File: src/rtl/rpb_pkg.sv
// ----------------------------------------------------------------------------
// rpb_pkg: shared types and constants
// Item types, fixed-point constants and the CORDIC arctangent table for the
// relative position rotate and bearing block.
// ----------------------------------------------------------------------------
package rpb_pkg;

	// width of the rotation datapath and of both angle accumulators
	localparam int ROT_W = 20;
	localparam int Z_W   = 20;

	// fixed-point constants, 16 fractional bits
	localparam int unsigned GAIN_Q16 = 39797;
	localparam int unsigned PI_Q16   = 205887;

	// reciprocals scaled by 2^40 for constant division
	localparam int RECIP_SHIFT = 40;
	localparam logic [29:0] RECIP_1800 = 30'((64'd1 << RECIP_SHIFT) / 64'd1800);
	localparam logic [22:0] RECIP_PI   = 23'((64'd1 << RECIP_SHIFT) / 64'd205887);

	// register indexes
	localparam logic REG_OFFSET_ENABLE = 1'b0;
	localparam logic REG_CROSS_X_OFFSET = 1'b1;

	typedef struct packed {
		logic signed [31:0] boat_lon;
		logic signed [31:0] boat_lat;
		logic signed [31:0] ref_lon;
		logic signed [31:0] ref_lat;
		logic [11:0]        heading_tenths;
	} in_item_t;

	typedef struct packed {
		logic signed [31:0] x_cross;
		logic signed [31:0] y_cross;
		logic [8:0]         bearing_deg;
	} out_item_t;

	// round(atan(2^-i) * 2^16)
	function automatic logic signed [Z_W-1:0] atan_entry(input int unsigned i);
		logic signed [Z_W-1:0] v;
		unique case (i)
			0: v = 20'sd51472;
			1: v = 20'sd30386;
			2: v = 20'sd16055;
			3: v = 20'sd8150;
			4: v = 20'sd4091;
			5: v = 20'sd2047;
			6: v = 20'sd1024;
			7: v = 20'sd512;
			8: v = 20'sd256;
			9: v = 20'sd128;
			10: v = 20'sd64;
			11: v = 20'sd32;
			12: v = 20'sd16;
			13: v = 20'sd8;
			14: v = 20'sd4;
			15: v = 20'sd2;
			16: v = 20'sd1;
			default: v = '0;
		endcase
		return v;
	endfunction

endpackage

File: src/rtl/rpb_vec_cell.sv
// ----------------------------------------------------------------------------
// rpb_vec_cell: one CORDIC vectoring step
// Drives y toward zero by atan(2^-STAGE) and sums the angle turned so far.
// ----------------------------------------------------------------------------
module rpb_vec_cell #(
	parameter int STAGE = 0,
	parameter int VW    = 34,
	parameter int TAG_W = 1
) (
	input  logic                         clk,
	input  logic                         arst_n,
	input  logic                         v_i,
	input  logic signed [VW-1:0]         x_i,
	input  logic signed [VW-1:0]         y_i,
	input  logic signed [rpb_pkg::Z_W-1:0] z_i,
	input  logic [TAG_W-1:0]             tag_i,
	output logic                         v_q,
	output logic signed [VW-1:0]         x_q,
	output logic signed [VW-1:0]         y_q,
	output logic signed [rpb_pkg::Z_W-1:0] z_q,
	output logic [TAG_W-1:0]             tag_q
);
	import rpb_pkg::*;

	localparam logic signed [Z_W-1:0] ANG = atan_entry(STAGE);

	// valid flag
	always_ff @(posedge clk or negedge arst_n) begin
		if (!arst_n) begin
			v_q <= 1'b0;
		end else begin
			v_q <= v_i;
		end
	end

	// vectoring step, direction from the sign of y
	always_ff @(posedge clk) begin
		if (y_i > 0) begin
			x_q <= x_i + (y_i >>> STAGE);
			y_q <= y_i - (x_i >>> STAGE);
			z_q <= z_i + ANG;
		end else begin
			x_q <= x_i - (y_i >>> STAGE);
			y_q <= y_i + (x_i >>> STAGE);
			z_q <= z_i - ANG;
		end
		tag_q <= tag_i;
	end

endmodule

File: config.mk
export PLATFORM = sky130hd
export DESIGN_NAME = rpb_vec_cell
export DESIGN_NICKNAME = d
export VERILOG_FILES = /design/src/rtl/rpb_pkg.sv /design/src/rtl/rpb_vec_cell.sv
export SDC_FILE = /design/constraint.sdc
export NUM_CORES = 1
export LEC_CHECK = 0
export BUFFER_PORTS_ARGS = -buffer_cell sky130_fd_sc_hd__buf_2
export CORE_AREA = 2 2 133 135
export CTS_CLUSTER_DIAMETER = 50
export CTS_CLUSTER_SIZE = 14
export DETAILED_ROUTE_END_ITERATION = 6
export DIE_AREA = 0 0 135 137
export PLACE_DENSITY = 0.75
export REMOVE_ABC_BUFFERS = 1
export SYNTH_ARGS = -nofsm -noshare
export SYNTH_HDL_FRONTEND = slang
export SYNTH_SLANG_ARGS = --single-unit
File: constraint.sdc
create_clock -name clk -period 0.8 [get_ports clk]
set_clock_uncertainty 0.1 [all_clocks]
set_input_delay 0.12 -clock clk [delete_from_list [all_inputs] [get_ports clk]]
set_output_delay 0.12 -clock clk [all_outputs]
set_load 0.02 [all_outputs]
==> impl_metrics.json, run 1 <==
{
  "yosysTopAreaCellShare": 0.211,
  "ys_warn_count": 0,
  "syn_area_mm2": 0.00836,
  "row_count": 48,
  "cts_root_buf": "clkbuf_16",
  "dpl_worst_slack_ns": -2.67,
  "cts_max_path_buffers": 2,
  "placed_area_mm2": 0.0122,
  "status": "aborted with a tool error",
  "clock_sinks": 89,
  "synth_seq_area_share": 0.214,
  "ys_ff_latch": 89,
  "postSynthAreaPerCell_um2": 7.61,
  "grt_max_degree": 35,
  "initial_utilization": 0.490,
  "flow.stopped_at": "global routing",
  "h-tree-depth": 3,
  "ys_types": 79,
  "synthTopCellsByCount": "a21oi_1 (115), ha_1 (113), inv_1 (111)",
  "grt_worst_setup_endpoint": "z_q[17]$_DFF_P_/D",
  "die-height_um": 137,
  "ys.flop_type": "dfxtp_1",
  "dp_hpwl_um": 25500,
  "synth_edf_count": 0,
  "gp_congestion": 0.978,
  "synth_most_common_cell": "a21oi_1",
  "synthTopCellsByArea": "dfxtp_1 (21%), ha_1 (17%), xnor2_1 (7.0%), a21oi_1 (6.9%), o21ai_0 (5.3%)",
  "port_buffers": 181,
  "die_w_um": 135,
  "cts_buffers": 9,
  "worst_endpoint_kind": "register input",
  "syn_inst": 1099,
  "stop_error": "[ERROR DPL-0038] Utilization greater than 100%, impossible to legalize",
  "synth.largest_area_cell": "dfxtp_1",
  "pin_count": 182,
  "async_flop_share": 0.0112
}
-- cells by family after synthesis --
family | after synthesis | share of synthesized area
compound gates | 346 | 0.266
simple gates | 294 | 0.169
buf+inv | 163 | 0.0768
fa+ha+maj | 117 | 0.179
flops | 89 | 0.214
xor+xnor | 80 | 0.0838
mux | 10 | 0.0120
-- metrics by stage --
step,std cells,util
4_1_cts,1944,0.896
3_5_place_dp,1836,0.715
2_1_floorplan,1050,-
3_3_place_gp,1836,0.715
-- what timing repair did --
item                                   CTS
setup endpoints to repair              171
hold buffers                             9
buffers inserted                        86
pin swaps                              216
endpoints found under the hold margin    9
gates cloned                             7
resized for setup                      485
==> inputs of run 2 (changes only) <==
- CORE_AREA: 2 2 133 135 -> 2 2 158 160
- CTS_CLUSTER_DIAMETER: 50 -> not set
- CTS_CLUSTER_SIZE: 14 -> not set
- DIE_AREA: 0 0 135 137 -> 0 0 160 162
- PLACE_DENSITY: 0.75 -> not set
- PLACE_DENSITY_LB_ADDON: not set -> 0.15
- clock period: 0.8 -> 1 ns (I/O delays scaled with it)
==> run 2 against run 1 <==
  * The flow now finishes, with violations (hold timing, setup timing)
  * Synthesized cell count unchanged
  * Synthesized area unchanged
==> impl_metrics.json, run 2 <==
{
  "ys_warn_count": 0,
  "hold_path.class": "in -> reg",
  "synth_compound_area_frac": 0.266,
  "worstSetupStartpointType": "input port",
  "fin_cells": 2058,
  "min_period_over_period": 2.68,
  "vias": 10900,
  "violations": "hold timing, setup timing",
  "port_buffers": 181,
  "largestRegisters": "x_q x34, y_q x33, z_q x20",
  "grt_setup_unrepaired": "true",
  "placed_area_mm2": 0.0123,
  "synth_top_family_by_area": "compound AO/OA/AOI/OAI gates",
  "worst-path-max-fanout": 3,
  "dp_hpwl_um": 25800,
  "initial_utilization": 0.347,
  "cts_max_path_buffers": 2,
  "core_mm2": 0.0241,
  "max_freq_mhz": 374,
  "p_total_mw": 21.3,
  "grt_pass1_vias": 10700,
  "synthTopCellsByArea": "dfxtp_1 (21%), ha_1 (17%), xnor2_1 (7.0%), a21oi_1 (6.9%), o21ai_0 (5.3%)",
  "slew_viol_final": 0,
  "gp_congestion": 0.937,
  "muxShareOfSynthArea": 0.0120,
  "antenna_found_initial": 1,
  "drcViolationCount": 0,
  "row_count": 57,
  "synthTopCellsByCount": "a21oi_1 (115), ha_1 (113), inv_1 (111)",
  "layout_setup_ws_ns": -1.68,
  "areaGrowthSynthToFinish_pct": 105,
  "status": "complete, but fails checks",
  "synth_edf_count": 0,
  "ant_nets": 0,
  "ys.flop_type": "dfxtp_1",
  "slew_headroom": 0.636,
  "cts.clk_slew.worst_paths_ns": 0.07,
  "drtIter0Drc": 854,
  "synth_seq_area_share": 0.214,
  "routedWlPerCell_um": 19.6,
  "final_common_cell": "buf_4",
  "synth.largest_area_cell": "dfxtp_1",
  "required_ns": 1.16,
  "postSynthAreaPerCell_um2": 7.61,
  "largest_reg_flops": 34,
  "tritoncts": "built",
  "synthXorXnorAreaFrac": 0.0838,
  "largest-register": "x_q",
  "async_flop_share": 0.0112,
  "grt_pass1_wl_um": 57200,
  "ys_ff_latch": 89,
  "dr.pass1.iters": 5,
  "post-route-util": 0.711,
  "finalSetupTns_ns": -107.00,
  "clock_sinks": 89,
  "syn_inst": 1099,
  "finalSetupViolations": 171,
  "syn_area_mm2": 0.00836,
  "cts_root_buf": "clkbuf_16",
  "synth_most_common_cell": "a21oi_1",
  "cts_buffers": 9,
  "power_density_mw_per_mm2": 1240,
  "dpl_worst_slack_ns": -2.46,
  "drive_gt1_frac": 0.622,
  "totalWireLength_um": 40400,
  "synthSimpleGateAreaFrac": 0.169,
  "worstSetupPathType": "in -> reg",
  "yosysTopAreaCellShare": 0.211,
  "tightest_slew_ns": 0.541,
  "layout.nets": 1937,
  "die_w_um": 160,
  "holdWs_ns": -0.00373,
  "place_inst": 1927,
  "arrival_ns": 2.83,
  "design_area_mm2": 0.0171,
  "h-tree-depth": 3,
  "final_cell_mix": "buf_4 (368), buf_6 (187), inv_1 (103), dfxtp_2 (87), ha_1 (79)",
  "synth_fa_ha_area_frac": 0.179,
  "grt_usage": 0.278,
  "vias_per_cell": 5.32,
  "pin_count": 182,
  "grt_max_degree": 28,
  "ys_types": 79,
  "hold_viol": 1,
  "maxCapViolations": 0,
  "die-height_um": 162,
  "critPathCaptureType": "flip-flop",
  "peakVddDrop_uv": 971,
  "fp.dieArea_mm2": 0.0259,
  "grt.overflow.total": 0,
  "fin_crit_ns": 2.68,
  "power.leakage_nw": 7.83
}
==> run 2: cell counts after synthesis <==
No cell type changed its count.
==> run 2: final timing paths <==
kind,startpoint,end,slack [ns],cells past startpoint
max,y_i[0],y_q[32],-1.68,15
min,z_i[19],z_q[19],-0.004,3
max in group asynchronous,arst_n,v_q,0.18,3
min in group asynchronous,arst_n,v_q,0.52,3
==> run 2: worst max-delay path, stage by stage <==
cell and delay (ns):
buf_8 0.10, buf_6 0.12, inv_4 0.05, ha_4 0.12, fa_2 0.21, nor2b_2 0.05, o31a_1 0.31, o211ai_2 0.24
o211ai_1 0.15, buf_4 0.18, o31ai_4 0.29, o31a_1 0.26, nor2_1 0.07, o41ai_2 0.30, xnor2_1 0.21
==> run 2: routing by layer <==
| metal | part of all wire | up-vias | global-route usage |
|---|---|---|---|
| li1 | - | 5102 | - |
| met1 | 0.40 | 5187 | 0.353 |
| met2 | 0.47 | 517 | 0.475 |
| met3 | 0.075 | 143 | 0.0383 |
| met4 | 0.052 | 0 | 0.113 |
| met5 | 0 | - | 0 |
==> run 2: cell type report <==
class / instances / area, um^2
multi-input combinational: 847 / 8030
fill: 1812 / 6970
timing repair buffer: 667 / 6000
sequential: 89 / 1900
inverter: 114 / 440
tap: 324 / 405
clock buffer: 9 / 225
clock inverter: 7 / 146
antenna: 1 / 2.50
==> run 2: timing repair <==
item	4_1_cts	5_1_grt
buffers inserted	77	49
gates cloned	7	5
endpoints found under the hold margin	8	0
endpoints found under the setup margin	171	171
pin swaps	207	153
resized for setup	495	403
hold buffers	9	0
==> run 2: power breakdown <==
part           switching, mW  internal, mW  leakage, nW
clock network           1.64          2.72        0.181
logic                   5.91          6.12         6.89
registers              0.406          4.52        0.755
total                   7.95          13.4         7.83
==> run 2: logic make-up after synthesis <==
group / count (synthesis)
adders and majority gates: 117
AOI/OAI and AO/OA: 346
muxes: 10
and+or+nand+nor: 294
DFF: 89
buffers and inverters: 163
xor gates and xnor gates: 80
(Power assumes the default switching activity.)
