### config.mk
export PLATFORM = sky130hd
export DESIGN_NAME = rpb_rot_cell
export DESIGN_NICKNAME = d
export VERILOG_FILES = /design/src/rtl/rpb_pkg.sv /design/src/rtl/rpb_rot_cell.sv
export SDC_FILE = /design/constraint.sdc
export NUM_CORES = 1
export LEC_CHECK = 0
export BUFFER_PORTS_ARGS = -buffer_cell sky130_fd_sc_hd__buf_2
export CELL_PAD_IN_SITES_DETAIL_PLACEMENT = 1
export CELL_PAD_IN_SITES_GLOBAL_PLACEMENT = 1
export CORE_MARGIN = 3
export CORE_UTILIZATION = 25
export CTS_CLUSTER_SIZE = 28
export DETAILED_ROUTE_END_ITERATION = 10
export HOLD_SLACK_MARGIN = 0.15
export PLACE_DENSITY = 0.65
export SETUP_SLACK_MARGIN = 0.02
export SYNTH_ARGS = -nofsm -noshare
export SYNTH_HDL_FRONTEND = slang
export SYNTH_SLANG_ARGS = --single-unit
### constraint.sdc
create_clock -name clk -period 0.95 [get_ports clk]
set_input_delay 0.095 -clock clk [delete_from_list [all_inputs] [get_ports clk]]
set_output_delay 0.095 -clock clk [all_outputs]
set_load 0.02 [all_outputs]
### src/rtl/rpb_pkg.sv
// ----------------------------------------------------------------------------
// rpb_pkg: shared types and constants
// Item types, fixed-point constants and the CORDIC arctangent table for the
// relative position rotate and bearing block.
// ----------------------------------------------------------------------------
package rpb_pkg;

	// width of the rotation datapath and of both angle accumulators
	localparam int ROT_W = 20;
	localparam int Z_W   = 20;

	// fixed-point constants, 16 fractional bits
	localparam int unsigned GAIN_Q16 = 39797;
	localparam int unsigned PI_Q16   = 205887;

	// reciprocals scaled by 2^40 for constant division
	localparam int RECIP_SHIFT = 40;
	localparam logic [29:0] RECIP_1800 = 30'((64'd1 << RECIP_SHIFT) / 64'd1800);
	localparam logic [22:0] RECIP_PI   = 23'((64'd1 << RECIP_SHIFT) / 64'd205887);

	// register indexes
	localparam logic REG_OFFSET_ENABLE = 1'b0;
	localparam logic REG_CROSS_X_OFFSET = 1'b1;

	typedef struct packed {
		logic signed [31:0] boat_lon;
		logic signed [31:0] boat_lat;
		logic signed [31:0] ref_lon;
		logic signed [31:0] ref_lat;
		logic [11:0]        heading_tenths;
	} in_item_t;

	typedef struct packed {
		logic signed [31:0] x_cross;
		logic signed [31:0] y_cross;
		logic [8:0]         bearing_deg;
	} out_item_t;

	// round(atan(2^-i) * 2^16)
	function automatic logic signed [Z_W-1:0] atan_entry(input int unsigned i);
		logic signed [Z_W-1:0] v;
		unique case (i)
			0: v = 20'sd51472;
			1: v = 20'sd30386;
			2: v = 20'sd16055;
			3: v = 20'sd8150;
			4: v = 20'sd4091;
			5: v = 20'sd2047;
			6: v = 20'sd1024;
			7: v = 20'sd512;
			8: v = 20'sd256;
			9: v = 20'sd128;
			10: v = 20'sd64;
			11: v = 20'sd32;
			12: v = 20'sd16;
			13: v = 20'sd8;
			14: v = 20'sd4;
			15: v = 20'sd2;
			16: v = 20'sd1;
			default: v = '0;
		endcase
		return v;
	endfunction

endpackage

### src/rtl/rpb_rot_cell.sv
// ----------------------------------------------------------------------------
// rpb_rot_cell: one CORDIC rotation step
// Turns (x, y) toward the residual angle z by atan(2^-STAGE) and hands the
// result and a side tag to the next cell.
// ----------------------------------------------------------------------------
module rpb_rot_cell #(
	parameter int STAGE = 0,
	parameter int TAG_W = 1
) (
	input  logic                           clk,
	input  logic                           arst_n,
	input  logic                           v_i,
	input  logic signed [rpb_pkg::ROT_W-1:0] x_i,
	input  logic signed [rpb_pkg::ROT_W-1:0] y_i,
	input  logic signed [rpb_pkg::Z_W-1:0]   z_i,
	input  logic [TAG_W-1:0]               tag_i,
	output logic                           v_q,
	output logic signed [rpb_pkg::ROT_W-1:0] x_q,
	output logic signed [rpb_pkg::ROT_W-1:0] y_q,
	output logic signed [rpb_pkg::Z_W-1:0]   z_q,
	output logic [TAG_W-1:0]               tag_q
);
	import rpb_pkg::*;

	localparam logic signed [Z_W-1:0] ANG = atan_entry(STAGE);

	// valid flag
	always_ff @(posedge clk or negedge arst_n) begin
		if (!arst_n) begin
			v_q <= 1'b0;
		end else begin
			v_q <= v_i;
		end
	end

	// rotation step, direction from the sign of z
	always_ff @(posedge clk) begin
		if (z_i >= 0) begin
			x_q <= x_i - (y_i >>> STAGE);
			y_q <= y_i + (x_i >>> STAGE);
			z_q <= z_i - ANG;
		end else begin
			x_q <= x_i + (y_i >>> STAGE);
			y_q <= y_i - (x_i >>> STAGE);
			z_q <= z_i + ANG;
		end
		tag_q <= tag_i;
	end

endmodule

* Word-level counts from Yosys, hierarchy flattened *
Cells that the tools add are included.

storage, ports and cells
  bits in registers = 62
  word-level logic and storage cells = 14
  output and inout bits = 62
  input bits = 64

operators by class
  add/sub/neg operators = 5
  muxes and demuxes = 3
  magnitude comparators = 1

operators with widths
  cell                                                                    count
  20-bit 2-to-1 mux                                                       3
  20-bit subtractor                                                       2
  20-bit by 17-bit adder with 20-bit output, second input constant        1
  20-bit adder                                                            1
  20-bit by 1-bit >= comparator with 1-bit output, second input constant  1
  20-bit by 17-bit subtractor with 20-bit output, second input constant   1

* Longest topological paths before layout *
Gate-level depths: netlist of the first run.

  depth in word-level cells = 2
  mapped depth = 17

* Worst setup path after synthesis of the first run *
No wires, ideal clock.

  path kind = input to register
  from = in z_i[19] in the netlist's numbering
  to = reg z_q[18] in the netlist's numbering
  cell stages on the path = 16
  data required time = 0.878 ns
  data arrival time = 3.143 ns
  setup slack = -2.265 ns
  library setup time = 0.072 ns
  cells stage by stage = inv_1 -> ha_1 -> nor4b_2 -> nand4_1 -> nor4_2 -> nand2b_1 -> buf_6 -> clkbuf_1 -> ha_1 -> nor2b_1 -> o31a_1 -> o221ai_1 -> a21boi_1 -> a311o_1 -> a21oi_1 -> xor2_1

on the way
  cells in the longest elaborated chain, start to end = 2

RTL lines
  what                                             RTL line            text
  start, declared                                  rpb_rot_cell.sv:15  input logic signed [rpb_pkg::Z_W-1:0] z_i,
  20-bit by 1-bit >= comparator with 1-bit output  rpb_rot_cell.sv:38  if (z_i >= 0) begin
  20-bit 2-to-1 mux                                rpb_rot_cell.sv:38
  end signal, assigned                             rpb_rot_cell.sv:41  z_q <= z_i - ANG;
  end signal, assigned                             rpb_rot_cell.sv:45  z_q <= z_i + ANG;
  end, declared                                    rpb_rot_cell.sv:20  output logic signed [rpb_pkg::Z_W-1:0] z_q,

No other way between the ends.

* Worst setup path after layout of the first run *
Ends and elaborated chain as after synthesis.

==> metrics.txt, run 1 <==
# TYPE chip_impl_metric gauge
chip_impl_metric{name="ys_seq_area_share",unit="%"} 23.9
chip_impl_metric{name="final.period_utilization",unit="%"} 268
chip_impl_metric{name="row_cnt",unit=""} 51
chip_impl_metric{name="post_synth_num_cell_types",unit=""} 70
chip_impl_metric{name="timing.final.max_slew_violations",unit=""} 0
chip_impl_info{name="critical_path.most_common_cell",value="sky130_fd_sc_hd__ha_4"} 1
chip_impl_info{name="rsz0062_at_grt",value="true"} 1
chip_impl_metric{name="power.density_cell_area",unit="nW/um2"} 1360
chip_impl_metric{name="number_of_flops_mapped_to_enable_cells_by_yosys",unit=""} 0
chip_impl_metric{name="overflow",unit=""} 0
chip_impl_info{name="worst_hold_startpoint",value="x_i[19]"} 1
chip_impl_metric{name="ratio_of_cells_with_drive_above_1_in_the_final_layout",unit="%"} 57.2
chip_impl_metric{name="critical_path_arrival",unit="ps"} 2800
chip_impl_metric{name="finish.instance_area",unit="um2"} 10100
chip_impl_metric{name="floorplan.die.width",unit="um"} 149
chip_impl_metric{name="vias",unit=""} 6192
chip_impl_metric{name="required",unit="ps"} 1210
chip_impl_metric{name="critical_path_depth",unit=""} 16
chip_impl_metric{name="post-route-worst-setup-slack",unit="ps"} -1590
chip_impl_info{name="crit_path_start_kind",value="input pin"} 1
chip_impl_metric{name="number_of_violations_reported_at_the_end_of_detailed_routing_iteration_0",unit=""} 212
chip_impl_metric{name="synth_fp_nets",unit=""} 775
chip_impl_metric{name="netlist.area_leader.share",unit="%"} 23.4
chip_impl_metric{name="worst-path-buf-inv",unit=""} 3
chip_impl_info{name="synth_top_cell_by_area",value="sky130_fd_sc_hd__dfxtp_1"} 1
chip_impl_metric{name="drt.antenna.violating_nets",unit=""} 0
chip_impl_metric{name="h-tree-depth",unit=""} 3
chip_impl_metric{name="dpl-instance-area",unit="um2"} 8080
chip_impl_metric{name="fin_nets",unit=""} 1155
chip_impl_metric{name="clk_pin_slew",unit="ps"} 50
chip_impl_info{name="yosysMostFrequentCell",value="sky130_fd_sc_hd__ha_1"} 1
chip_impl_info{name="status",value="complete, but fails checks"} 1
chip_impl_info{name="critical_path.cell_chain",value="buf_12 > inv_12 > ha_4 > nor4b_4 > nand4_1 > nor4_4 > nand2b_4 > buf_6 > ha_4 > nor2b_4 > o31a_1 > o221ai_4 > a21boi_2 > a311o_1 > a21oi_2 > xor2_1"} 1
chip_impl_metric{name="hpwlAfterDp",unit="mm"} 16.5
chip_impl_metric{name="via_count_of_the_first_global_routing_pass",unit=""} 6784
chip_impl_metric{name="grt_antenna_before_repair",unit=""} 0
chip_impl_info{name="yosys-top-cells-area",value="sky130_fd_sc_hd__dfxtp_1 23%, sky130_fd_sc_hd__ha_1 18%, sky130_fd_sc_hd__xnor2_1 6.7%, sky130_fd_sc_hd__a21oi_1 6.0%, sky130_fd_sc_hd__inv_1 4.7%"} 1
chip_impl_metric{name="grtUsageTotal",unit="%"} 19.6
chip_impl_metric{name="tightest_slew",unit="ps"} 491
chip_impl_metric{name="max_cap_violations",unit=""} 0
chip_impl_metric{name="num_io_pins",unit=""} 126
chip_impl_metric{name="clock_sinks",unit=""} 61
chip_impl_metric{name="clk_path_buf_depth",unit=""} 2
chip_impl_metric{name="finalSetupViolations",unit=""} 53
chip_impl_metric{name="synthesis.yosys.warnings",unit=""} 0
chip_impl_metric{name="grt_max_degree",unit=""} 35
chip_impl_metric{name="grt_first_pass_wirelength",unit="mm"} 34.9
chip_impl_metric{name="final_cell_utilization_of_the_core",unit="%"} 50.7
chip_impl_info{name="cpLargestDelayFamily",value="compound AO/OA/AOI/OAI gates"} 1
chip_impl_metric{name="antenna-diode-count",unit=""} 0
chip_impl_metric{name="min_period",unit="ps"} 2540
chip_impl_info{name="hp-class",value="in2reg"} 1
chip_impl_info{name="worst_hold_path.endpoint",value="y_q[19]$_DFF_P_"} 1
chip_impl_info{name="slowest_stage",value="sky130_fd_sc_hd__o31a_1"} 1
chip_impl_metric{name="initial_core_util",unit="%"} 25.9
chip_impl_metric{name="drt-wirelength-per-cell",unit="um"} 18.1
chip_impl_info{name="failing_checks",value="setup timing"} 1
chip_impl_info{name="post_synth_most_frequent_cells",value="73 x sky130_fd_sc_hd__ha_1, 64 x sky130_fd_sc_hd__inv_1, 62 x sky130_fd_sc_hd__a21oi_1"} 1
chip_impl_metric{name="gp_congestion",unit=""} 0.836
chip_impl_metric{name="largest_stage_delay_worst_path",unit="ps"} 340
chip_impl_metric{name="routed_wl",unit="mm"} 23.2
chip_impl_metric{name="critPathMaxFanout",unit=""} 4
chip_impl_metric{name="dpl_ws",unit="ps"} -2180
chip_impl_metric{name="chipHeight",unit="um"} 149
chip_impl_info{name="tritoncts_clock_tree",value="yes"} 1
chip_impl_metric{name="asyncSetResetFlopFracSynth",unit="%"} 1.64
chip_impl_metric{name="synth-seq-cells",unit=""} 61
chip_impl_metric{name="drt_pre_antenna_iters",unit=""} 4
chip_impl_metric{name="port_buffers",unit=""} 125
chip_impl_metric{name="min_path_cells",unit=""} 3
chip_impl_metric{name="synth_area_per_cell",unit="um2"} 8.10
chip_impl_metric{name="detail_route.drc_violations",unit=""} 0
chip_impl_metric{name="number_of_buffers_inserted_during_clock_tree_synthesis",unit=""} 9
chip_impl_info{name="critPathCaptureType",value="register"} 1
chip_impl_metric{name="detailed_route_vias_per_instance",unit=""} 4.82
chip_impl_metric{name="dieArea",unit="um2"} 22300
chip_impl_metric{name="post_synth_inst_count",unit=""} 634
chip_impl_metric{name="slew_hr",unit="%"} 66.9
chip_impl_info{name="root_buffer",value="sky130_fd_sc_hd__clkbuf_16"} 1
chip_impl_metric{name="vdd_drop_max",unit="mV"} 0.788
chip_impl_metric{name="total_leakage_power",unit="uW"} 0.00461
chip_impl_metric{name="area_growth_syn_to_layout",unit="%"} 96.0
chip_impl_metric{name="post_synthesis_instance_area",unit="um2"} 5130
chip_impl_info{name="postSynth.topFlopCell",value="sky130_fd_sc_hd__dfxtp_1"} 1
chip_impl_metric{name="clock.fmax",unit="GHz"} 0.393
chip_impl_metric{name="core_region_area",unit="um2"} 19800
chip_impl_info{name="timing.setup.critical_path_class",value="in2reg"} 1
chip_impl_metric{name="finalHoldViolCount",unit=""} 0
cell usage in the layout (no fill, tap or decap), types with 7 or more instances in the layout:
cell type	count
sky130_fd_sc_hd__inv_1	47
sky130_fd_sc_hd__nand3_1	9
sky130_fd_sc_hd__clkbuf_16	9
sky130_fd_sc_hd__xor2_1	10
sky130_fd_sc_hd__inv_4	8
sky130_fd_sc_hd__nand2b_1	7
sky130_fd_sc_hd__buf_4	233
sky130_fd_sc_hd__ha_4	30
sky130_fd_sc_hd__dfxtp_1	58
sky130_fd_sc_hd__dlygate4sd3_1	11
sky130_fd_sc_hd__o21a_1	7
sky130_fd_sc_hd__xnor2_1	33
sky130_fd_sc_hd__buf_2	96
sky130_fd_sc_hd__a21o_1	12
sky130_fd_sc_hd__buf_8	7
sky130_fd_sc_hd__nand2_1	29
sky130_fd_sc_hd__buf_6	37
sky130_fd_sc_hd__o21ai_0	23
sky130_fd_sc_hd__o21ai_2	11
sky130_fd_sc_hd__a21oi_2	20
sky130_fd_sc_hd__nor2_1	30
sky130_fd_sc_hd__nor2_2	7
sky130_fd_sc_hd__nor3_1	9
sky130_fd_sc_hd__ha_1	43
sky130_fd_sc_hd__a21oi_1	38
power by group:
group,total [uW],internal (uW),switching [uW],leakage [uW]
Sequential,3270,3110,160,0.000518
Combinational,6850,3220,3620,0.00393
Clock,3580,2430,1150,0.000163
stage by stage:
stage / hold WS, ps / setup TNS, ps / total power (uW) / cells
floorplan: -201 / -49480 / 6320 / 634
global placement: -130 / -76150 / 8680 / 1220
detailed placement: -129 / -77400 / 8800 / 1220
CTS: 146 / -43910 / 13200 / 1268
global route: 165 / -57690 / 14300 / 1284
finish: 155 / -51910 / 13700 / 1284
metal layers:
layer  wire (um)  up-vias  global-route usage [%]
met5           0        -                       0
met4         504        0                    6.54
met2       12100      157                    36.1
met3         982       36                    2.95
li1            -     2996                       -
met1        9670     3003                    23.1
cell type report:
| cell class | instances | area (um2) |
|---|---|---|
| Clock inverter | 4 | 70.1 |
| Sequential cell | 61 | 1230 |
| Clock buffer | 12 | 256 |
| Multi-Input combinational cell | 484 | 4820 |
| Timing Repair Buffer | 393 | 3040 |
| Tap cell | 265 | 332 |
| Fill cell | 2258 | 9780 |
| Inverter | 65 | 307 |
kinds of logic (layout without fill, tap and decap cells):
logic type	Yosys count	count (layout)	share of synthesized area (%)
AOI/OAI and AO/OA	193	193	24.0
and+or+nand+nor	155	155	15.5
buffers and inverters	89	474	6.95
adders and majority gates	77	77	19.4
DFF	61	61	23.9
xor gates and xnor gates	50	50	8.53
muxes	9	9	1.78
flip-flops by register name, indices dropped and copies added (netlist names):
name,flops
y_q,19
v_q,1
tag_q,1
x_q,20
z_q,20
worst max-delay path by stage:
stage | startpoint | endpoint
floorplan | z_i[19] | z_q[18]$_DFF_P_
global placement | z_i[14] | z_q[18]$_DFF_P_
detailed placement | z_i[14] | z_q[18]$_DFF_P_
CTS | z_i[19] | z_q[18]$_DFF_P_
global route | z_i[19] | z_q[18]$_DFF_P_
finish | z_i[19] | z_q[18]$_DFF_P_
what timing repair did:
item / 4_1_cts / 5_1_grt
endpoints found under the setup margin: 58 / 62
endpoints found under the hold margin: 11 / 0
gates cloned: 3 / 0
resized for setup: 199 / 72
pin swaps: 84 / 34
hold buffers: 11 / 0
buffers inserted: 22 / 23
Power figures use the tool's default switching activity.
==> inputs of run 2 (changes only) <==
BUFFER_PORTS_ARGS = not set   (was -buffer_cell sky130_fd_sc_hd__buf_2)
CORE_MARGIN = 2   (was 3)
DONT_BUFFER_PORTS = 1   (was not set)
PLACE_DENSITY = 0.58   (was 0.65)
clock period = 2.45 ns   (was 0.95 ns; I/O delays follow)
==> metrics.txt, run 2 (same netlist as run 1, synthesis figures left out) <==
# TYPE chip_impl_metric gauge
chip_impl_info{name="status",value="complete, but fails checks"} 1
chip_impl_info{name="failing_checks",value="setup timing"} 1
chip_impl_metric{name="via_count_of_the_first_global_routing_pass",unit=""} 5393
chip_impl_metric{name="critical_path_arrival",unit="ps"} 2950
chip_impl_metric{name="min_period",unit="ps"} 2710
chip_impl_metric{name="grt_antenna_before_repair",unit=""} 0
chip_impl_metric{name="vias",unit=""} 4975
chip_impl_metric{name="gp_congestion",unit=""} 0.871
chip_impl_info{name="largestRegisters",value="x_q (20), z_q (20), y_q (19)"} 1
chip_impl_metric{name="routed_wl",unit="mm"} 18.7
chip_impl_metric{name="detailed_route_vias_per_instance",unit=""} 4.96
chip_impl_metric{name="count_of_hold_buffers_inserted_by_post_cts_repair",unit=""} 10
chip_impl_metric{name="port_buffers",unit=""} 0
chip_impl_metric{name="timing.final.max_slew_violations",unit=""} 0
chip_impl_metric{name="power.density_cell_area",unit="nW/um2"} 612
chip_impl_metric{name="grtUsageTotal",unit="%"} 16.7
chip_impl_metric{name="dpl_ws",unit="ps"} -775
chip_impl_metric{name="finalHoldViolCount",unit=""} 0
chip_impl_metric{name="finish.instance_area",unit="um2"} 6720
chip_impl_metric{name="required",unit="ps"} 2700
chip_impl_metric{name="critPathMaxFanout",unit=""} 5
chip_impl_metric{name="antenna-diode-count",unit=""} 0
chip_impl_metric{name="clock_sinks",unit=""} 61
chip_impl_metric{name="finalSetupViolations",unit=""} 7
chip_impl_metric{name="num_io_pins",unit=""} 126
chip_impl_metric{name="dieArea",unit="um2"} 21700
chip_impl_info{name="leading_cell_type_in_the_layout_fill_and_taps_excluded",value="sky130_fd_sc_hd__buf_4"} 1
chip_impl_metric{name="clock.fmax",unit="GHz"} 0.370
chip_impl_metric{name="area_growth_syn_to_layout",unit="%"} 30.9
chip_impl_metric{name="clk_path_buf_depth",unit=""} 2
chip_impl_metric{name="fin_nets",unit=""} 870
chip_impl_metric{name="final.period_utilization",unit="%"} 110
chip_impl_metric{name="drt.antenna.violating_nets",unit=""} 0
chip_impl_metric{name="slew_hr",unit="%"} 61.6
chip_impl_metric{name="chipHeight",unit="um"} 147
chip_impl_metric{name="initial_core_util",unit="%"} 25.5
chip_impl_metric{name="h-tree-depth",unit=""} 3
chip_impl_metric{name="grt_first_pass_wirelength",unit="mm"} 28.8
chip_impl_info{name="hp-class",value="in2reg"} 1
chip_impl_metric{name="grt_max_degree",unit=""} 21
chip_impl_info{name="rsz0062_at_grt",value="true"} 1
chip_impl_metric{name="tightest_slew",unit="ps"} 576
chip_impl_metric{name="finalSetupTns",unit="ps"} -1010
chip_impl_metric{name="total_power",unit="uW"} 4120
chip_impl_info{name="root_buffer",value="sky130_fd_sc_hd__clkbuf_16"} 1
chip_impl_metric{name="drt-wirelength-per-cell",unit="um"} 18.6
chip_impl_info{name="layout_common_cells",value="95 x sky130_fd_sc_hd__buf_4, 69 x sky130_fd_sc_hd__ha_1, 62 x sky130_fd_sc_hd__inv_1"} 1
chip_impl_metric{name="drt_pre_antenna_iters",unit=""} 4
chip_impl_metric{name="vdd_drop_max",unit="mV"} 0.279
chip_impl_metric{name="ratio_of_cells_with_drive_above_1_in_the_final_layout",unit="%"} 19.9
chip_impl_metric{name="row_cnt",unit=""} 52
chip_impl_metric{name="hold_ws",unit="ps"} 94.1
chip_impl_metric{name="dpl-instance-area",unit="um2"} 6010
chip_impl_metric{name="floorplan.die.width",unit="um"} 147
chip_impl_metric{name="number_of_buffers_inserted_during_clock_tree_synthesis",unit=""} 9
chip_impl_info{name="timing.setup.critical_path_class",value="in2reg"} 1
chip_impl_metric{name="number_of_violations_reported_at_the_end_of_detailed_routing_iteration_0",unit=""} 280
chip_impl_metric{name="core_region_area",unit="um2"} 20200
chip_impl_metric{name="post-route-worst-setup-slack",unit="ps"} -255
chip_impl_metric{name="total_leakage_power",unit="uW"} 0.00303
chip_impl_info{name="tritoncts_clock_tree",value="yes"} 1
chip_impl_info{name="crit_path_start_kind",value="input pin"} 1
chip_impl_metric{name="hpwlAfterDp",unit="mm"} 14.6
chip_impl_metric{name="overflow",unit=""} 0
chip_impl_metric{name="clk_pin_slew",unit="ps"} 50
chip_impl_metric{name="detail_route.drc_violations",unit=""} 0
chip_impl_info{name="critPathCaptureType",value="register"} 1
chip_impl_metric{name="max_cap_violations",unit=""} 0
==> run 2: changes by cell type in the layout (fill, tap and decap cells not counted), moves of 8 or more <==
| cell | change |
|---|---|
| sky130_fd_sc_hd__inv_4 | -8 |
| sky130_fd_sc_hd__inv_1 | +15 |
| sky130_fd_sc_hd__mux2i_1 | +8 |
| sky130_fd_sc_hd__o21ai_2 | -8 |
| sky130_fd_sc_hd__a21oi_1 | +19 |
| sky130_fd_sc_hd__ha_1 | +26 |
| sky130_fd_sc_hd__ha_4 | -26 |
| sky130_fd_sc_hd__buf_2 | -96 |
| sky130_fd_sc_hd__buf_6 | -35 |
| sky130_fd_sc_hd__o21ai_0 | +12 |
| sky130_fd_sc_hd__nor2_1 | +8 |
| sky130_fd_sc_hd__a21oi_2 | -15 |
| sky130_fd_sc_hd__buf_4 | -138 |
==> run 2: stage by stage <==
stage | cells | util (%)
final | 1004 | 33.3
after global routing | 1004 | 33.3
after CTS | 996 | 32.6
after detailed placement | 952 | 29.8
after global placement | 952 | 29.8
after floorplan | 634 | -
==> run 2: metal layers <==
metal / GRT usage (%) / vias up / wire [um]
li1: - / 2419 / -
met1: 20.5 / 2412 / 7990
met2: 29.5 / 131 / 9240
met3: 4.04 / 13 / 1230
met4: 4.18 / 0 / 235
met5: 0 / - / 0
==> run 2: path summary, 6_finish.rpt <==
kind | cells after the start | start | slack, ps | to
hold / removal | 2 | z_i[19] | 90 | z_q[19]$_DFF_P_
min in group asynchronous | 2 | arst_n | 660 | v_q$_DFF_PN0_
max in group asynchronous | 2 | arst_n | 1690 | v_q$_DFF_PN0_
setup / recovery | 12 | z_i[6] | -260 | z_q[18]$_DFF_P_
==> run 2: area by class of cell <==
class | instances | area (um2)
repair buffers | 108 | 856
clock inverters | 6 | 63.8
inverters | 65 | 283
flip-flops and latches | 61 | 1230
fillers | 2391 | 13400
multi-input cells | 484 | 3730
well taps | 270 | 338
clock buffers | 10 | 229
==> run 2: power by group <==
part / switching (uW) / internal [uW]
sequential: 388 / 1210
clock: 476 / 785
combinational: 684 / 574
==> run 2: worst max-delay path, cell delays in order <==
cell	delay (ps)
sky130_fd_sc_hd__nor4_2	340
sky130_fd_sc_hd__nand4_1	210
sky130_fd_sc_hd__nor4_2	230
sky130_fd_sc_hd__nand2b_4	260
sky130_fd_sc_hd__inv_6	60
sky130_fd_sc_hd__ha_4	150
sky130_fd_sc_hd__or4_4	550
sky130_fd_sc_hd__o221ai_4	190
sky130_fd_sc_hd__a21boi_2	100
sky130_fd_sc_hd__a311o_1	290
sky130_fd_sc_hd__a21oi_2	150
sky130_fd_sc_hd__xor2_1	170
==> run 2: repair_timing <==
item / CTS / global route
pin swaps: 11 / 12
buffers inserted: 18 / 8
hold endpoints to repair: 10 / 1
resized for setup: 8 / 17
setup endpoints to repair: 9 / 8
==> inputs of run 3 (changes only) <==
clock period = 3 ns   (was 2.45 ns; I/O delays follow)
==> metrics.txt, run 3 (same netlist as run 1, synthesis figures left out) <==
# TYPE chip_impl_metric gauge
chip_impl_info{name="critical_path.cell_chain",value="nor4_1 > nand4_1 > nor4_2 > nand2b_4 > ha_1 > o21ai_0 > a21oi_1 > o221ai_2 > a21boi_1 > a311o_1 > a21oi_2 > xor2_1"} 1
chip_impl_info{name="critPathCaptureType",value="register"} 1
chip_impl_metric{name="clock_sinks",unit=""} 61
chip_impl_metric{name="grt_first_pass_wirelength",unit="mm"} 27.6
chip_impl_metric{name="power.density_cell_area",unit="nW/um2"} 528
chip_impl_metric{name="drt_pre_antenna_iters",unit=""} 4
chip_impl_metric{name="power_switching",unit="uW"} 1200
chip_impl_metric{name="max_cap_violations",unit=""} 0
chip_impl_metric{name="row_cnt",unit=""} 52
chip_impl_metric{name="finish.instance_area",unit="um2"} 6040
chip_impl_metric{name="largest_stage_delay_worst_path",unit="ps"} 330
chip_impl_metric{name="min_period",unit="ps"} 2740
chip_impl_metric{name="gp_congestion",unit=""} 0.877
chip_impl_metric{name="p_int",unit="uW"} 1990
chip_impl_metric{name="total_leakage_power",unit="uW"} 0.00264
chip_impl_metric{name="grtUsageTotal",unit="%"} 16.0
chip_impl_metric{name="core_region_area",unit="um2"} 20200
chip_impl_metric{name="tightest_slew",unit="ps"} 660
chip_impl_metric{name="finalSetupTns",unit="ps"} 0
chip_impl_metric{name="required",unit="ps"} 3240
chip_impl_metric{name="floorplan.die.width",unit="um"} 147
chip_impl_metric{name="fillCellCount",unit=""} 2413
chip_impl_metric{name="p_sw_share",unit="%"} 37.6
chip_impl_metric{name="min_path_cells",unit=""} 2
chip_impl_metric{name="finalSetupViolations",unit=""} 0
chip_impl_metric{name="vias",unit=""} 4646
chip_impl_info{name="timing.setup.critical_path_class",value="in2reg"} 1
chip_impl_info{name="status",value="finished, final reports clean"} 1
chip_impl_metric{name="clk_path_buf_depth",unit=""} 2
chip_impl_metric{name="initial_core_util",unit="%"} 25.5
chip_impl_metric{name="num_io_pins",unit=""} 126
chip_impl_metric{name="h-tree-depth",unit=""} 3
chip_impl_metric{name="hpwlAfterDp",unit="mm"} 14.2
chip_impl_metric{name="port_buffers",unit=""} 0
chip_impl_metric{name="dpl-instance-area",unit="um2"} 5650
chip_impl_metric{name="grt_max_degree",unit=""} 22
chip_impl_metric{name="via_count_of_the_first_global_routing_pass",unit=""} 5055
chip_impl_metric{name="final.period_utilization",unit="%"} 91.4
chip_impl_metric{name="clk_pin_slew",unit="ps"} 50
chip_impl_metric{name="critical_path_arrival",unit="ps"} 2990
chip_impl_info{name="largestRegisters",value="x_q (20), z_q (20), y_q (19)"} 1
chip_impl_metric{name="detail_route.drc_violations",unit=""} 0
chip_impl_info{name="crit_path_start_kind",value="input pin"} 1
chip_impl_metric{name="routed_wl",unit="mm"} 17.1
chip_impl_metric{name="share_clk_of_total_power",unit="%"} 31.2
chip_impl_metric{name="dieArea",unit="um2"} 21700
chip_impl_metric{name="combPwrFrac",unit="%"} 28.0
chip_impl_info{name="rsz0062_at_grt",value="false"} 1
chip_impl_metric{name="overflow",unit=""} 0
chip_impl_metric{name="total_power",unit="uW"} 3190
chip_impl_metric{name="chipHeight",unit="um"} 147
chip_impl_metric{name="number_of_cells_in_the_finished_layout_apart_from_fillers",unit=""} 934
chip_impl_metric{name="detailed_route_vias_per_instance",unit=""} 4.97
chip_impl_metric{name="fin_nets",unit=""} 800
chip_impl_metric{name="number_of_violations_reported_at_the_end_of_detailed_routing_iteration_0",unit=""} 196
chip_impl_info{name="root_buffer",value="sky130_fd_sc_hd__clkbuf_16"} 1
chip_impl_metric{name="critPathMaxFanout",unit=""} 7
chip_impl_metric{name="number_of_buffers_inserted_during_clock_tree_synthesis",unit=""} 9
chip_impl_metric{name="area_growth_syn_to_layout",unit="%"} 17.6
chip_impl_metric{name="clock.fmax",unit="GHz"} 0.365
chip_impl_metric{name="timing.final.max_slew_violations",unit=""} 0
chip_impl_info{name="leading_cell_type_in_the_layout_fill_and_taps_excluded",value="sky130_fd_sc_hd__ha_1"} 1
chip_impl_info{name="layout_common_cells",value="70 x sky130_fd_sc_hd__ha_1, 62 x sky130_fd_sc_hd__inv_1, 61 x sky130_fd_sc_hd__a21oi_1"} 1
chip_impl_metric{name="vdd_drop_max",unit="mV"} 0.236
chip_impl_info{name="tritoncts_clock_tree",value="yes"} 1
chip_impl_info{name="slowest_stage",value="sky130_fd_sc_hd__nor4_1"} 1
chip_impl_metric{name="ratio_of_cells_with_drive_above_1_in_the_final_layout",unit="%"} 9.04
chip_impl_metric{name="grt_antenna_before_repair",unit=""} 0
chip_impl_info{name="worst_hold_startpoint",value="z_i[19]"} 1
chip_impl_metric{name="finalHoldViolCount",unit=""} 0
chip_impl_metric{name="hold_ws",unit="ps"} 167
chip_impl_metric{name="flop_pwr_share",unit="%"} 40.8
chip_impl_info{name="worst_hold_path.endpoint",value="z_q[19]$_DFF_P_"} 1
chip_impl_metric{name="drt.antenna.violating_nets",unit=""} 0
chip_impl_info{name="hp-class",value="in2reg"} 1
chip_impl_metric{name="drt-wirelength-per-cell",unit="um"} 18.3
chip_impl_metric{name="slew_hr",unit="%"} 55.3
chip_impl_metric{name="antenna-diode-count",unit=""} 0
chip_impl_metric{name="dp.cells",unit=""} 909
## run 3: cell types whose count changed in the layout (fill, tap and decap cells not counted), sizes merged
cell         previous run  this run
bufinv                  1         0
inv                    64        65
clkinv                  4         1
clkbuf                 10        13
dlygate4sd3            10         9
buf                    98        29
## run 3: area by class of cell
type	instances	area [um2]	area share, %
clock buffers	13	270	4.48
multi-input cells	484	3610	59.8
clock inverters	3	20.0	0.332
well taps	270	338	5.59
inverters	65	264	4.37
flip-flops and latches	61	1230	20.3
repair buffers	38	308	5.10
## run 3: worst max path at each step
| stage | start | end | slack, ps | cells past startpoint |
|---|---|---|---|---|
| CTS | z_i[14] | z_q[18]$_DFF_P_ | 70 | 12 |
| global placement | z_i[14] | z_q[18]$_DFF_P_ | -60 | 12 |
| floorplan | z_i[19] | z_q[18]$_DFF_P_ | -20 | 16 |
| finish | z_i[14] | z_q[18]$_DFF_P_ | 260 | 12 |
| global route | z_i[6] | z_q[17]$_DFF_P_ | 110 | 12 |
| detailed placement | z_i[14] | z_q[18]$_DFF_P_ | -250 | 12 |
## run 3: layer usage
metal | track usage (%) | part of all wire, %
met1 | 19.8 | 45
met2 | 27.8 | 48
met3 | 3.82 | 5.5
met4 | 3.85 | 1.1
met5 | 0 | 0
## run 3: critical path, delay by kind of cell
kind | cells | cell delay [ps]
and+or+nand+nor | 4 | 1010
adders and majority gates | 1 | 270
xor gates and xnor gates | 1 | 170
AOI/OAI and AO/OA | 6 | 1240
## run 3: power by group through the flow
stage / logic, uW / registers [uW] / clock network, uW
after global placement: 858 / 1320 / 0
after detailed placement: 880 / 1320 / 0
after global routing: 999 / 1320 / 1060
after floorplan: 646 / 1270 / 0
final: 893 / 1300 / 997
after CTS: 896 / 1310 / 1030
## run 3: timing repair
item,CTS,global route
gates resized for setup,0,1
setup endpoints to repair,0,3
endpoints found under the hold margin,9,0
setup buffers,0,0
hold buffers,9,0
## run 3: per-stage QoR
stage | utilization, % | setup slack (ps)
floorplan | - | -18.4
global placement | 28.0 | -57.6
detailed placement | 28.0 | -253
CTS | 29.9 | 71.3
global route | 29.9 | 106
finish | 29.9 | 258
